**config.mk**
```make
export PLATFORM = sky130hd
export DESIGN_NAME = fbtr_queue
export DESIGN_NICKNAME = d
export VERILOG_FILES = /design/src/hw/rtl/fbtr_queue.sv
export SDC_FILE = /design/constraint.sdc
export NUM_CORES = 1
export LEC_CHECK = 0
export ABC_AREA = 1
export BUFFER_PORTS_ARGS = -buffer_cell sky130_fd_sc_hd__clkbuf_2
export CORE_AREA = 4 4 41 43
export DETAILED_ROUTE_END_ITERATION = 6
export DIE_AREA = 0 0 45 47
export PLACE_DENSITY = 0.54
export REMOVE_ABC_BUFFERS = 1
export SLEW_MARGIN = 25
export SYNTH_ARGS = -nofsm -noshare
export SYNTH_HDL_FRONTEND = slang
export SYNTH_SLANG_ARGS = --single-unit
```
**constraint.sdc**
```tcl
create_clock -name aclk -period 1.53 [get_ports aclk]
set_input_delay 0.153 -clock aclk [delete_from_list [all_inputs] [get_ports aclk]]
set_output_delay 0.153 -clock aclk [all_outputs]
set_load 0.05 [all_outputs]
```
**src/hw/rtl/fbtr_queue.sv**
```systemverilog
// Small first-in first-out queue of typed items built from registers.
`timescale 1ns / 1ps

module fbtr_queue #(
    parameter type ITEM_T = logic,
    parameter int  DEPTH  = 2
) (
    input  logic                           aclk,
    input  logic                           aresetn,
    input  logic                           push_valid,
    output logic                           push_ready,
    input  ITEM_T                          push_data,
    output logic                           pop_valid,
    input  logic                           pop_ready,
    output ITEM_T                          pop_data,
    output logic [$clog2(DEPTH+1)-1:0]     fill
);

    localparam int IW = (DEPTH > 1) ? $clog2(DEPTH) : 1;
    localparam int CW = $clog2(DEPTH + 1);

    ITEM_T          slot_reg [DEPTH];
    logic [IW-1:0]  wr_ptr_reg, wr_ptr_next;
    logic [IW-1:0]  rd_ptr_reg, rd_ptr_next;
    logic [CW-1:0]  count_reg, count_next;
    logic           do_push, do_pop;

    assign push_ready = (count_reg != CW'(DEPTH));
    assign pop_valid  = (count_reg != '0);
    assign pop_data   = slot_reg[rd_ptr_reg];
    assign fill       = count_reg;

    assign do_push = push_valid && push_ready;
    assign do_pop  = pop_valid && pop_ready;

    // Pointer wrap and occupancy.
    always_comb begin
        wr_ptr_next = wr_ptr_reg;
        rd_ptr_next = rd_ptr_reg;
        count_next  = count_reg;
        if (do_push) begin
            wr_ptr_next = (wr_ptr_reg == IW'(DEPTH - 1)) ? '0 : wr_ptr_reg + 1'b1;
        end
        if (do_pop) begin
            rd_ptr_next = (rd_ptr_reg == IW'(DEPTH - 1)) ? '0 : rd_ptr_reg + 1'b1;
        end
        if (do_push && !do_pop) begin
            count_next = count_reg + 1'b1;
        end else if (do_pop && !do_push) begin
            count_next = count_reg - 1'b1;
        end
    end

    always_ff @(posedge aclk) begin
        if (!aresetn) begin
            wr_ptr_reg <= '0;
            rd_ptr_reg <= '0;
            count_reg  <= '0;
        end else begin
            wr_ptr_reg <= wr_ptr_next;
            rd_ptr_reg <= rd_ptr_next;
            count_reg  <= count_next;
        end
    end

    // Storage needs no reset; occupancy guards it.
    always_ff @(posedge aclk) begin
        if (do_push) begin
            slot_reg[wr_ptr_reg] <= push_data;
        end
    end

endmodule

```
### Yosys cells after proc, flatten, opt, wreduce, memory -nomap -nowiden

Memories as Yosys holds them, arrays and structs flattened. A register that Yosys moved wholly into a read port is not among the register bits.
Index checks and enable logic that the tools add are counted.

* multiplexer cells: 8
* add/sub/neg operators: 4
* eq/ne operators: 1
* reduce and logical (&&, ||, !) cells: 8

Operators by type and width (count)
* 2-to-1 mux 1 bit: 6
* logical AND 1 bit: 4
* 2-to-1 mux 2 bit: 2
* nonzero test 2 bit: 2
* adder 1 bit (second input constant): 2
* adder 2 x 1 -> 2 bit (second input constant): 1
* logical NOT 1 bit: 2
* != test 2 bit (second input constant): 1
* subtractor 2 x 1 -> 2 bit (second input constant): 1

* output and inout bits: 5
* RAM bits: 2
* input bits: 5
* memories kept: 1
* logic and storage cells: 25
* register bits after elaboration: 4

Memories
* slot_reg: depth 2, bits a word 1, read ports 1, clocked after memory_dff 1, wr ports 1, line 22 `ITEM_T slot_reg [DEPTH];`

### Longest topological paths before layout

* word-level depth: 6
* gate-level depth with buffers: 11
* depth with buffers taken out: 11

### Worst setup path after synthesis

Ideal clock, no wire load.

* path kind: register -> register
* start: reg count_reg[1] (netlist: fill[1])
* end: reg count_reg[1] (netlist: fill[1])
* path buffers: 0
* slack: -366 ps
* period minus slack after synthesis: 1896 ps
* setup time: 110 ps
* arrival: 1786 ps
* data required time: 1420 ps
* stages on the path, launching flop included: 9
* cell sequence: dfxtp_1 > nand2_2 > nand2_4 > clkinv_2 > ha_1 > inv_1 > nand4_1 > nand2_1 > nor2_1

* word-level cells in the longest chain between the ends: 5

RTL lines
* start: declaration: line 25 `logic [CW-1:0] count_reg, count_next;`
* start signal: assignment: line 62 `count_reg <= count_next;`
* != test 2 bit (*): line 28 `assign push_ready = (count_reg != CW'(DEPTH));`
* via push_ready: line 11 `output logic push_ready,`
* logical AND 1 bit (*): line 33 `assign do_push = push_valid && push_ready;`
* via do_push: line 26 `logic do_push, do_pop;`
* logical NOT 1 bit: line 49 `end else if (do_pop && !do_push) begin`
* logical AND 1 bit: line 49
* nonzero test 2 bit (no source line)

The timed path passes the listed nets; every way through them passes the cells marked *. The select of a mux whose other input is x is not followed.
A chain may end at the register's enable or synchronous reset.

### Worst setup path in the final report

* start: reg count_reg[1] (netlist: fill[1])
* end: reg count_reg[1] (netlist: fill[1])

* word-level cells in the longest chain between the ends: 5

RTL lines (line)
* != test 2 bit (*): 28
* logical AND 1 bit (*): 33
* via do_push: 26
* logical NOT 1 bit: 49
* logical AND 1 bit: 49
* nonzero test 2 bit (no source line)

Marked as above.

==> results.py <==
metrics = {
    "logic_synthesis": {
        "synth_area_leader_cell": "dfxtp_1",
        "synth-seq-cells": 7,
        "synth_warnings": 0,
        "synthTopCellsByArea": "dfxtp_1 (31%), edfxtp_1 (19%), nor2_1 (9.3%), nand2_1 (8.1%), inv_1 (7.0%)",
        "synth_area_sq_um": 323,
        "ys_seq_area_frac": 0.496,
        "synth.distinct_cells": 16,
        "synth_top_area_frac": 0.310,
        "syn-instance-count": 40,
        "syn_avg_cell_area_sq_um": 8.07,
    },
    "layout": {
        "fillers": 154,
        "insertedDiodeCount": 0,
        "final_common_cell": "clkbuf_2",
        "drive_gt1_frac": 0.321,
        "final_cell_mix": "clkbuf_2 (9), nor2_1 (8), nand2_1 (7)",
        "stdcell_count": 68,
        "final_core_utilization": 0.317,
        "fin_nets": 60,
        "area_growth_pct": 27.9,
        "register_area_sq_um": 160,
        "fin_area_sq_um": 413,
        "multi_input_area_sq_um": 131,
    },
    "cts": {
        "ctsRootBufferMaster": "clkbuf_4",
        "ctsResizeCount": 0,
        "cts_setup_buffers": 0,
        "clkSinkCount": 7,
        "hold_buffers": 0,
        "clk_latency_ns": 0.26,
        "cts_buffer_depth": 2,
        "cts_buffers": 3,
        "cts_tree": "built",
        "clk_pin_slew_worst_paths_ns": 0.06,
        "htree_num_levels": 1,
    },
    "detailed_routing": {
        "firstDrtPassIters": 3,
        "vias_per_cell": 4.10,
        "drt_iter0_drc": 2,
        "drt-total-wl_um": 651,
        "ant_nets": 0,
        "drc": 0,
        "vias": 279,
        "wl_per_cell_um": 9.57,
    },
    "placed_design": {
        "place_inst": 64,
        "dpl_cell_area_sq_um": 387,
        "numPortBuffers": 9,
        "dp_hpwl_um": 502,
        "place.gp.congestion": 0.754,
    },
    "die": {
        "io_pins": 10,
        "die_width_um": 45,
        "die_area_sq_um": 2120,
        "num_rows": 13,
        "initial_core_util": 0.248,
        "coreArea_sq_um": 1300,
        "die_y_um": 47,
    },
    "power_and_ir_drop": {
        "p_total_uw": 973,
        "pwr_density_cell_nw_per_um2": 2360,
        "irDropWorstVdd_mv": 0.695,
        "p_leak_nw": 0.204,
    },
    "sta": {
        "period_share": 0.894,
        "finClkSkew_ns": 0.0107,
        "max_slew.worst_pin.slew_ns": 0.281,
        "setup-violations-final": 0,
        "finalHoldViolCount": 0,
        "slew_headroom": 0.813,
        "min_period_ns": 1.37,
        "fmax_mhz": 731,
        "grt_setup_unrepaired": "no",
        "finalMaxSlewViolations": 0,
    },
    "min_path": {
        "hp-class": "input pin to flop",
        "whs_path_depth": 1,
    },
    "global_route": {
        "grt_max_degree": 6,
        "grt_pass1_wl_mm": 1.10,
        "gr-total-overflow": 0,
        "gr-usage-all-layers": 0.0755,
        "antenna_found_initial": 0,
        "grt_pass1_vias": 273,
    },
    "worst_setup_path": {
        "critPathLaunchType": "flop",
        "critPathMaxFanout": 5,
        "critPathKind": "flop to flop",
        "worstPathRequired_ns": 1.73,
        "cp_data_arrival_time_ns": 1.57,
        "reg2regPathDepth": 9,
        "cp-end-kind": "flop",
    },
    "flow_run": {
        "cap_violations": 0,
    },
    "run_status": {
        "outcome": "completed",
    },
}
[metal layers]
| metal | part of all wire | global-route usage | up-vias |
|---|---|---|---|
| li1 | - | - | 148 |
| met1 | 0.43 | 0.0831 | 122 |
| met2 | 0.49 | 0.113 | 7 |
| met3 | 0.055 | 0.0268 | 2 |
| met4 | 0.023 | 0.0702 | 0 |
| met5 | 0 | 0 | - |
[worst paths after layout]
| check | from | endpoint | slack, ns |
|---|---|---|---|
| min | push_data | slot_reg[1]$_DFFE_PP_ | 0.08 |
| min reg2reg | rd_ptr_reg$_SDFFE_PN0P_ | flop | 0.50 |
| max | fill[1]$_SDFFE_PN0P_ | fill[1]$_SDFFE_PN0P_ | 0.16 |
| max reg2reg | fill[1]$_SDFFE_PN0P_ | fill[1]$_SDFFE_PN0P_ | 0.16 |
[power by group]
| part | switching, mW | internal [mW] |
|---|---|---|
| Combinational | 0.377 | 0.132 |
| Clock | 0.0763 | 0.100 |
| Sequential | 0.0427 | 0.245 |
| Total | 0.496 | 0.478 |
[synthesized netlist by cell type]
library cell  count
nand3_1           1
a21oi_1           1
inv_2             1
inv_1             6
dfxtp_1           5
nand2_2           1
nor2_1            8
nand4_1           1
ha_1              1
nand2_4           1
o21a_1            1
edfxtp_1          2
clkinv_2          1
o21ai_0           2
nand2_1           7
mux2_2            1
[logic make-up (layout without fill, tap and decap cells)]
group | after synthesis | count (layout) | share of synthesized area
AO/OA/AOI/OAI | 4 | 4 | 0.0698
AND/OR/NAND/NOR | 19 | 19 | 0.264
buffers and inverters | 8 | 21 | 0.0969
multiplexers | 1 | 1 | 0.0349
flip-flops | 7 | 7 | 0.496
adder cells (fa/ha/maj) | 1 | 1 | 0.0388
[metrics by stage]
stage	TNS [ns]	hold WS [ns]	worst slack, ns
floorplan	-0.675	0.252	-0.366
global placement	0	0.348	0.174
detailed placement	0	0.351	0.177
CTS	0	0.0801	0.154
global route	0	0.0838	0.0315
finish	0	0.0824	0.162
[cell type report]
type                    instances  area share
repair buffers                  9       0.109
clock buffers                   4      0.0636
multi-input cells              25       0.318
inverters                       8      0.0758
well taps                      15      0.0455
flip-flops and latches          7       0.388
[critical path, cell delays in order, from the launching register on]
cell and delay (ns):
dfxtp_1 0.41, nand2_2 0.10, nand2_4 0.08, clkinv_2 0.06, ha_1 0.32, inv_1 0.08
nand3_1 0.08, nand2_1 0.06, inv_1 0.04, nor2_1 0.09
No activity file was read; power rests on OpenSTA's default activity.
