`src/hw/rtl/fbtr_pkg.sv`:
```
// Shared types and constants of the framed bulk transfer receiver.
`timescale 1ns / 1ps

package fbtr_pkg;

    localparam int FRAME_W = 64;
    localparam int COUNT_W = 16;

    // Input item kinds as they arrive on the stream.
    localparam logic [1:0] MODE_START = 2'd0;
    localparam logic [1:0] MODE_FRAME = 2'd1;
    localparam logic [1:0] MODE_DRAIN = 2'd2;

    // Configuration register indexes.
    localparam logic REG_FRAME_HEADER     = 1'b0;
    localparam logic REG_DATA_FRAME_COUNT = 1'b1;

    localparam logic [FRAME_W-1:0] HEADER_RESET = 64'hAA55_AA55_AA55_AA55;
    localparam logic [COUNT_W-1:0] COUNT_RESET  = 16'd1024;

    // Depths of the command queue and of the result buffer.
    localparam int CMD_QUEUE_DEPTH = 2;
    localparam int OUT_QUEUE_DEPTH = 3;

    typedef enum logic [1:0] {
        OP_NOP,
        OP_START,
        OP_FRAME,
        OP_DRAIN
    } op_t;

    typedef enum logic [1:0] {
        PH_AWAIT = 2'd0,
        PH_SEEN  = 2'd1,
        PH_XFER  = 2'd2,
        PH_DONE  = 2'd3
    } phase_t;

    // Classified command handed from the front to the back.
    typedef struct packed {
        op_t                op;
        logic               hdr_match;
        logic [FRAME_W-1:0] frame_data;
    } cmd_t;

    // One result transfer.
    typedef struct packed {
        phase_t             phase;
        logic               header_error;
        logic               overflow_error;
        logic               read_valid;
        logic [FRAME_W-1:0] read_word;
    } res_t;

endpackage

```
`src/hw/rtl/fbtr_front.sv`:
```
// Front end: decodes the item kind and compares the frame against the header.
`timescale 1ns / 1ps

module fbtr_front import fbtr_pkg::*; (
    input  logic               s_tvalid,
    input  logic [1:0]         s_tuser,
    input  logic [FRAME_W-1:0] s_tdata,
    input  logic [FRAME_W-1:0] frame_header,
    output logic               cmd_valid,
    output cmd_t               cmd
);

    assign cmd_valid = s_tvalid;

    // Build the command; the unused code becomes a command that only reports status.
    always_comb begin
        cmd.frame_data = s_tdata;
        cmd.hdr_match  = (s_tdata == frame_header);
        case (s_tuser)
            MODE_START: cmd.op = OP_START;
            MODE_FRAME: cmd.op = OP_FRAME;
            MODE_DRAIN: cmd.op = OP_DRAIN;
            default:    cmd.op = OP_NOP;
        endcase
    end

endmodule

```
`config.mk`:
```
export PLATFORM = sky130hd
export DESIGN_NAME = fbtr_front
export DESIGN_NICKNAME = d
export VERILOG_FILES = /design/src/hw/rtl/fbtr_pkg.sv /design/src/hw/rtl/fbtr_front.sv
export SDC_FILE = /design/constraint.sdc
export NUM_CORES = 1
export LEC_CHECK = 0
export BUFFER_PORTS_ARGS = -buffer_cell sky130_fd_sc_hd__buf_4
export CAP_MARGIN = 25
export CORE_AREA = 5 5 75 77
export DETAILED_ROUTE_END_ITERATION = 8
export DIE_AREA = 0 0 80 82
export PLACE_DENSITY = 0.74
export REMOVE_ABC_BUFFERS = 1
export SYNTH_ARGS = -nofsm -noshare
export SYNTH_HDL_FRONTEND = slang
export SYNTH_SLANG_ARGS = --single-unit
```
`constraint.sdc`:
```
create_clock -name vclk -period 1
set_clock_uncertainty 0.05 [all_clocks]
set_input_delay 0.05 -clock vclk [all_inputs]
set_output_delay 0.05 -clock vclk [all_outputs]
set_load 0.03 [all_outputs]
```
After elaboration in Yosys (flattened, before gate mapping) --
Index checks and enable logic that the tools add are counted.
Storage, ports and cells: flip-flop bits (word level) 0, latch bits 0, RAM bits 0, memory bits (read-only) 0, input bits 131, output and inout port bits 68, memories 0
Cells by class: $add $sub $neg 0, $mul 0, div/mod/pow operators 0, magnitude comparators 0, equal/unequal tests 3, shifts and indexed selects 0, mux-type cells 1, bitwise gates (word level) 0, reductions and logical operators 1
Operators by type and width (count):
- == test 64 bit | 1
- one-hot mux 2 bit (3 select lines) | 1
- == test 2 x 1 -> 1 bit, second input constant | 1
- == test 2 bit, second input constant | 1
- logical NOT 2 bit | 1

Longest topological paths before layout --
Gate-level depths: netlist of run 1.
word-level depth 2, gate-level depth with buffers 4, gate-level depth less buffers 4

Least setup slack after synthesis of run 1 --
No wires, ideal clock.
path kind input -> output, start in frame_header[10], end out cmd[64] (netlist bit), arrival 1260 ps, data required time 900 ps, setup slack -360 ps, cell stages on the path 4, cell sequence xor2_1 nor4_1 nand4_1 nor4_2
RTL lines:
- start: declaration | line fbtr_front.sv:8 | input logic [FRAME_W-1:0] frame_header,
- end: declaration | line fbtr_front.sv:10 | output cmd_t cmd

==> metrics.csv, run 1 <==
stage,metric,value,unit
finish,area of the multi-input gates,774,um2
placed_design,GPL Wtd Cong,0.758,
logic_synthesis,Synth cell types,8,
die,# IOs,199,
sta,Worst slew margin,75.4,%
finish,Non-Filler Instances,374,
worst_setup_path,WP data required,0.90,ns
sta,setup violators final,1,
hold_path,hold wc startpoint,s_tvalid,
placed_design,pre-CTS setup slack,-0.511,ns
grt,GR Overflow Total,0,
sta,"Hold Violations, Final",0,
die,Die Y,82,um
die,die area,6560,um2
worst_setup_path,startpoint types,input port,
die,std cell rows,26,
grt,All-Layer GR Usage,12.9,%
finish,"commonest non-fill, non-tap cell in the layout",buf_4,
sta,Setup TNS Final,-0.379,ns
finish,Sequential Area,0,um2
logic_synthesis,Synth Area per Inst,7.89,um2
route,DRT Pass-1 Iters,4,
power,Max IR drop VDD,0.000305,V
finish,seq_cells,0,
route,detailed-route vias per instance,4.01,
worst_setup_path,Critical Path End Type,output pin,
placed_design,post-detail-place hpwl,4.81,mm
outcome,failing checks,negative setup slack,
grt,largest net degree at the start of global routing,4,
finish,Finished Cell Area,2480,um2
route,DRC viols,0,
sta,Max Fclk,725,MHz
hold_path,hold depth,0,
placed_design,dpl cells,374,
logic_synthesis,Area contributors post-synth,"xor2_1, buf_4, nor4_1, ha_1, nand4_1",
sta,fin crit share,138,%
grt,first-pass GRT wire length,6.87,mm
sta,slew of the pin with the lowest slew margin,0.366,ns
sta,final worst slack,-0.379,ns
power,Static Leak,1.35,nW
logic_synthesis,post-synthesis sequential area ratio,0,%
die,starting density of the core,25.1,%
die,core box area,4940,um2
finish,Final Core Density,50.2,%
placed_design,port bufs,197,
logic_synthesis,"area leader, netlist",xor2_1,
route,final WL,5.14,mm
logic_synthesis,Post-Syn Instances,157,
route,Starting DRT DRC Count,17,
clock_tree,setup bufs post-CTS,0,
die,die width,80,um
finish,synthesis-to-layout area growth,100,%
sta,Pins Over Slew Limit,0,
worst_setup_path,WP data arrival,1.28,ns
outcome,status,finished with violations,
route,DR vias,1500,
grt,antenna violations before repair,0,
hold_path,hold crit path type,in -> out,
finish,"commonest non-fill, non-tap cells in the layout","buf_4, xor2_1, nor4_1, nor4_2, buf_6",
logic_synthesis,top-area cell type share of the netlist area,45.3,%
grt,vias in the first global route,1534,
flow_run,maxcap violations,0,
logic_synthesis,number of synthesis warnings,0,
logic_synthesis,Netlist Area Pre-Place,1240,um2
finish,CLK BUF,0,
route,routed len/inst,13.7,um
hold_path,Hold Crit Endpoint,cmd_valid,
power,P per Cell Area,516,nW/um2
clock_tree,Hold Buf Count CTS,0,
finish,# diodes,0,
worst_setup_path,CP Class,in -> out,
sta,crit path time final,1.38,ns
finish,fill count,509,
worst_setup_path,crit-path max FO,1,
route,"antenna viol nets, final",0,
finish,nets@finish,440,
sta,RSZ-0062 raised after global routing,true,
placed_design,Placed Area,2430,um2
finish,share of post-route cells with drive strength above 1,71.7,%
-- logic make-up (layout without fill, tap and decap cells) --
| group | Yosys count | count (layout) | synth area share [%] |
|---|---|---|---|
| xor gates and xnor gates | 64 | 64 | 45.3 |
| adders and majority gates | 3 | 3 | 3.03 |
| buffers and inverters | 67 | 214 | 40.0 |
| and+or+nand+nor | 23 | 23 | 11.7 |
-- per-layer routing --
metal,track usage [%],wire (um),up-vias
li1,-,-,742
met1,12.6,1580,659
met2,27.2,2900,93
met3,2.85,568,6
met4,2.70,87,0
met5,0,0,-
-- cell type report --
type / instances / share of cell area (%)
Timing Repair Buffer: 212 / 64.9
Inverter: 2 / 0.303
Tap cell: 70 / 3.53
Multi-Input combinational cell: 90 / 31.2
-- cells in the mapped netlist --
master    n
buf_4    65
xor2_1   64
nor4_1   16
nand4_1   4
ha_1      3
inv_1     2
nor2_1    2
nor4_2    1
-- power by group --
part / leakage (nW) / total, mW / switching (mW) / internal (mW)
combinational: 1.35 / 1.28 / 0.615 / 0.665
sequential: 0 / 0 / 0 / 0
clock: 0 / 0 / 0 / 0
total: 1.35 / 1.28 / 0.615 / 0.665
-- stage by stage --
stage,power (mW),hold WS (ns)
2_1_floorplan,0.208,0.0500
3_5_place_dp,1.26,0.0502
3_3_place_gp,1.25,0.0502
6_report,1.28,0.0501
5_1_grt,1.37,0.0502
4_1_cts,1.28,0.0502
-- critical path, cell delays in order --
cell and delay, ns:
buf_4 0.11, xor2_1 0.15, nor4_1 0.29, nand4_1 0.17, nor4_2 0.29, buf_4 0.20
-- worst max-delay path by stage --
stage	from	to	slack, ns	depth (start not counted)
after floorplan	frame_header[10]	cmd[64]	-0.36	4
after global placement	frame_header[3]	cmd[64]	-0.53	7
after detailed placement	frame_header[3]	cmd[64]	-0.51	7
after CTS	s_tdata[22]	cmd[64]	-0.43	6
after global routing	s_tdata[22]	cmd[64]	-0.45	6
final	frame_header[8]	cmd[64]	-0.38	6
-- what timing repair did --
item                                    4_1_cts  5_1_grt
gates resized for setup                       5        5
endpoints found under the hold margin         0        0
pin swaps                                     7        2
endpoints found under the setup margin        1        1
No activity file was read; power rests on OpenSTA's default activity.
==> inputs of run 2 (changes only) <==
- clock period: 1 -> 1.5 ns (I/O delays scaled with it)
==> run 2 against run 1 <==
The flow now finishes without violations. Sequential share of layout area unchanged. Die area unchanged. Via count down 5.7%. Core utilization down 2.0 points. Critical path type unchanged. Highest routed layer is now met3.
==> metrics.csv, run 2 (same netlist as run 1, synthesis figures left out) <==
stage,metric,value,unit
finish,synthesis-to-layout area growth,92.0,%
grt,All-Layer GR Usage,12.5,%
sta,Max Fclk,683,MHz
clock_tree,Hold Buf Count CTS,0,
sta,Worst slew margin,75.2,%
finish,share of post-route cells with drive strength above 1,70.6,%
route,Starting DRT DRC Count,12,
worst_setup_path,Critical Path End Type,output pin,
sta,slew of the pin with the lowest slew margin,0.369,ns
clock_tree,setup bufs post-CTS,0,
worst_setup_path,WP data required,1.37,ns
grt,largest net degree at the start of global routing,4,
sta,"Hold Violations, Final",0,
finish,"commonest non-fill, non-tap cells in the layout","buf_4, xor2_1, nor4_1, nor4_2, nand4_1",
die,Die Y,82,um
finish,# diodes,0,
route,DRC viols,0,
worst_setup_path,crit-path max FO,1,
die,starting density of the core,25.1,%
die,std cell rows,26,
route,DRT Pass-1 Iters,4,
die,core box area,4940,um2
sta,fin crit share,97.6,%
grt,vias in the first global route,1460,
grt,antenna violations before repair,0,
finish,"commonest non-fill, non-tap cell in the layout",buf_4,
hold_path,hold depth,0,
finish,CLK BUF,0,
power,P per Cell Area,348,nW/um2
sta,RSZ-0062 raised after global routing,true,
worst_setup_path,CP Class,in -> out,
die,die area,6560,um2
sta,setup violators final,0,
power,PnR Total Power,828,uW
power,Max IR drop VDD,0.000161,V
route,final WL,4.95,mm
route,routed len/inst,13.6,um
finish,seq_cells,0,
hold_path,hold crit path type,in -> out,
placed_design,pre-CTS setup slack,-0.0471,ns
route,DR vias,1415,
worst_setup_path,startpoint types,input port,
finish,Sequential Area,0,um2
die,# IOs,199,
route,detailed-route vias per instance,3.90,
route,"antenna viol nets, final",0,
power,Static Leak,1.29,nW
grt,GR Overflow Total,0,
sta,Pins Over Slew Limit,0,
sta,Setup TNS Final,0,ns
placed_design,port bufs,197,
finish,fill count,499,
die,die width,80,um
sta,crit path time final,1.46,ns
finish,Final Core Density,48.1,%
placed_design,GPL Wtd Cong,0.793,
sta,final worst slack,0.0364,ns
finish,nets@finish,429,
outcome,status,"complete, no violations",
grt,first-pass GRT wire length,6.67,mm
worst_setup_path,WP data arrival,1.34,ns
flow_run,maxcap violations,0,
placed_design,post-detail-place hpwl,4.69,mm
-- run 2: stage by stage --
stage                     cell area (um2)  instances  hold WS, ns
after global routing                 2380        363        0.100
after detailed placement             2350        363        0.100
after global placement               2350        363        0.100
after floorplan                       751         92        0.100
final                                2380        363        0.100
after CTS                            2360        363        0.100
-- run 2: final timing paths --
| path | slack (ns) | to | startpoint |
|---|---|---|---|
| setup / recovery | 0.04 | cmd[64] | frame_header[16] |
| hold / removal | 0.10 | cmd_valid | s_tvalid |
-- run 2: power breakdown --
| part | switching [mW] | internal, mW | total [mW] |
|---|---|---|---|
| Combinational | 0.406 | 0.422 | 0.828 |
| Clock | 0 | 0 | 0 |
| Sequential | 0 | 0 | 0 |
-- run 2: cell type report --
class / instances / area (um2) / share of cell area (%)
repair buffers: 201 / 1510 / 63.4
multi-input cells: 90 / 774 / 32.6
well taps: 70 / 87.6 / 3.68
inverters: 2 / 7.51 / 0.316
-- run 2: critical path, cell delays in order --
cell	delay [ns]
buf_4	0.11
xor2_1	0.15
nor4_1	0.37
nand4_1	0.17
nor4_2	0.26
buf_4	0.21
-- run 2: metal layers --
| layer | global-route usage, % | up-vias | share of wire [%] |
|---|---|---|---|
| li1 | - | 722 | - |
| met2 | 26.3 | 85 | 57 |
| met5 | 0 | - | 0 |
| met4 | 0.507 | 0 | 0 |
| met1 | 12.7 | 608 | 32 |
| met3 | 3.40 | 0 | 11 |
-- run 2: what timing repair did --
action	4_1_cts	5_1_grt
endpoints found under the setup margin	1	1
pin swaps	4	2
gates resized for setup	2	3
gates cloned	0	0
==> inputs of run 3 (changes only) <==
- ABC_AREA: unset -> 1
- CORE_AREA: 5 5 75 77 -> unset
- CORE_MARGIN: unset -> 5
- CORE_UTILIZATION: unset -> 32
- DIE_AREA: 0 0 80 82 -> unset
- PLACE_DENSITY: 0.74 -> 0.84
==> run 3 against run 2 <==
Cell count grew 17%. Combinational power grew 7.5%. Total power grew 7.4%. Worst setup slack gained 0.26 ns. Critical endpoint unchanged. Die area shrank 9.6%. Sequential cell count is the same. Core utilization grew 9.2 points. Area after synthesis grew 16%. Fmax grew 22%. Synthesized cell count grew 52%. Critical path depth grew 3.
==> metrics.csv, run 3 <==
stage,metric,value,unit
outcome,status,"complete, no violations",
logic_synthesis,Post-Synth Simple-Gate Area,24.8,%
sta,setup violators final,0,
grt,first-pass GRT wire length,7.77,mm
placed_design,port bufs,197,
logic_synthesis,main combinational cell family by area after synthesis,buffers and inverters,
logic_synthesis,post-synthesis sequential area ratio,0,%
logic_synthesis,mux cell area share after synthesis,0,%
logic_synthesis,post-synthesis adder-cell area fraction,2.61,%
logic_synthesis,Area contributors post-synth,"buf_4, xnor2_1, nand2_1, nor2_1, inv_1",
route,"antenna viol nets, final",0,
hold_path,hold crit path type,in -> out,
logic_synthesis,number of synthesis warnings,0,
worst_setup_path,CP Class,in -> out,
route,DRT Pass-1 Iters,4,
sta,Setup TNS Final,0,ns
grt,antenna violations before repair,0,
route,final WL,5.04,mm
die,std cell rows,24,
die,# IOs,199,
grt,GR Overflow Total,0,
placed_design,GPL Wtd Cong,0.843,
logic_synthesis,Post-synth top cells,"nand2_1, buf_4, xnor2_1",
sta,final hold slack,0.100,ns
worst_setup_path,critical-path cell list,"buf_4, xnor2_1, nand2_1, nor2_1, nand2_1, nor2_1, nand2_1, nor2_1, buf_4",
logic_synthesis,Post-Synth XOR/XNOR Area,32.9,%
power,Static Leak,1.38,nW
finish,area of the multi-input gates,867,um2
sta,Max Fclk,833,MHz
sta,fin crit share,80.1,%
sta,Pins Over Slew Limit,0,
placed_design,post-detail-place hpwl,4.79,mm
finish,seq_cells,0,
logic_synthesis,most common cell in the netlist,nand2_1,
worst_setup_path,WP data arrival,1.08,ns
finish,share of post-route cells with drive strength above 1,53.1,%
worst_setup_path,startpoint types,input port,
finish,fill count,400,
worst_setup_path,critical path's largest stage delay,0.17,ns
die,core box area,4350,um2
route,routed len/inst,11.9,um
grt,All-Layer GR Usage,15.1,%
logic_synthesis,Synth cell types,6,
worst_setup_path,"Slowest-stage cell, CP",nor2_1,
route,DR vias,1710,
die,Die Y,77.0,um
logic_synthesis,Compound-Gate Fraction of Synth Area,0,%
clock_tree,setup bufs post-CTS,0,
logic_synthesis,"area leader, netlist",buf_4,
die,die area,5930,um2
finish,synthesis-to-layout area growth,73.5,%
die,die width,77.0,um
sta,Worst slew margin,88.5,%
finish,"commonest non-fill, non-tap cells in the layout","buf_4, nand2_1, xnor2_1, nor2_1, inv_1",
sta,slew of the pin with the lowest slew margin,0.172,ns
sta,"Hold Violations, Final",0,
logic_synthesis,Synth Area per Inst,6.02,um2
finish,# diodes,0,
worst_setup_path,crit-path max FO,1,
sta,RSZ-0062 raised after global routing,false,
worst_setup_path,WP data required,1.37,ns
grt,largest net degree at the start of global routing,4,
finish,nets@finish,507,
power,P per Cell Area,357,nW/um2
route,Starting DRT DRC Count,11,
finish,CLK BUF,0,
route,DRC viols,0,
logic_synthesis,Post-Syn Instances,239,
route,detailed-route vias per instance,4.04,
clock_tree,post_cts resized,0,
finish,Sequential Area,0,um2
power,Max IR drop VDD,0.000234,V
flow_run,maxcap violations,0,
die,starting density of the core,33.0,%
finish,Final Core Density,57.3,%
grt,vias in the first global route,1813,
finish,"commonest non-fill, non-tap cell in the layout",buf_4,
logic_synthesis,Netlist Area Pre-Place,1440,um2
sta,crit path time final,1.20,ns
logic_synthesis,top-area cell type share of the netlist area,33.9,%
clock_tree,Hold Buf Count CTS,0,
worst_setup_path,Critical Path End Type,output pin,
run 3: worst max-delay path: cells and delay by family:
family | cells | cell delay, ns
and+or+nand+nor | 6 | 0.58
xor gates and xnor gates | 1 | 0.15
buffers and inverters | 2 | 0.28
run 3: per-stage QoR:
step | power [mW] | cells | area, um2 | worst slack, ns
2_1_floorplan | 0.215 | 174 | 950 | 0.427
3_3_place_gp | 0.883 | 423 | 2490 | 0.269
3_5_place_dp | 0.897 | 423 | 2490 | 0.266
4_1_cts | 0.900 | 423 | 2490 | 0.260
5_1_grt | 0.958 | 423 | 2490 | 0.0935
6_report | 0.890 | 423 | 2490 | 0.299
run 3: area by class of cell:
class	instances	share of cell area (%)
well taps	52	2.61
multi-input cells	152	34.8
inverters	22	3.31
repair buffers	197	59.3
run 3: cell families (layout without fill, tap and decap cells):
family / after synthesis / after routing
simple gates: 95 / 95
fa+ha+maj: 3 / 3
xor+xnor: 54 / 54
buf+inv: 87 / 219
run 3: routing by layer:
layer  vias up  part of all wire [%]  GRT usage (%)
met5         -                     0              0
met4         0                  0.42           1.03
met3         2                    12           4.80
met2       107                    54           30.7
met1       703                    33           15.2
li1        898                     -              -
run 3: path summary, 6_finish.rpt:
kind	cells after the start	slack, ns	start	endpoint
worst max-delay path	9	0.30	frame_header[19]	cmd[64]
worst min-delay path	0	0.10	s_tvalid	cmd_valid
run 3: power breakdown:
| group | switching (mW) | internal, mW | total [mW] | leakage [nW] |
|---|---|---|---|---|
| Combinational | 0.427 | 0.463 | 0.890 | 1.38 |
| Sequential | 0 | 0 | 0 | 0 |
| Clock | 0 | 0 | 0 | 0 |
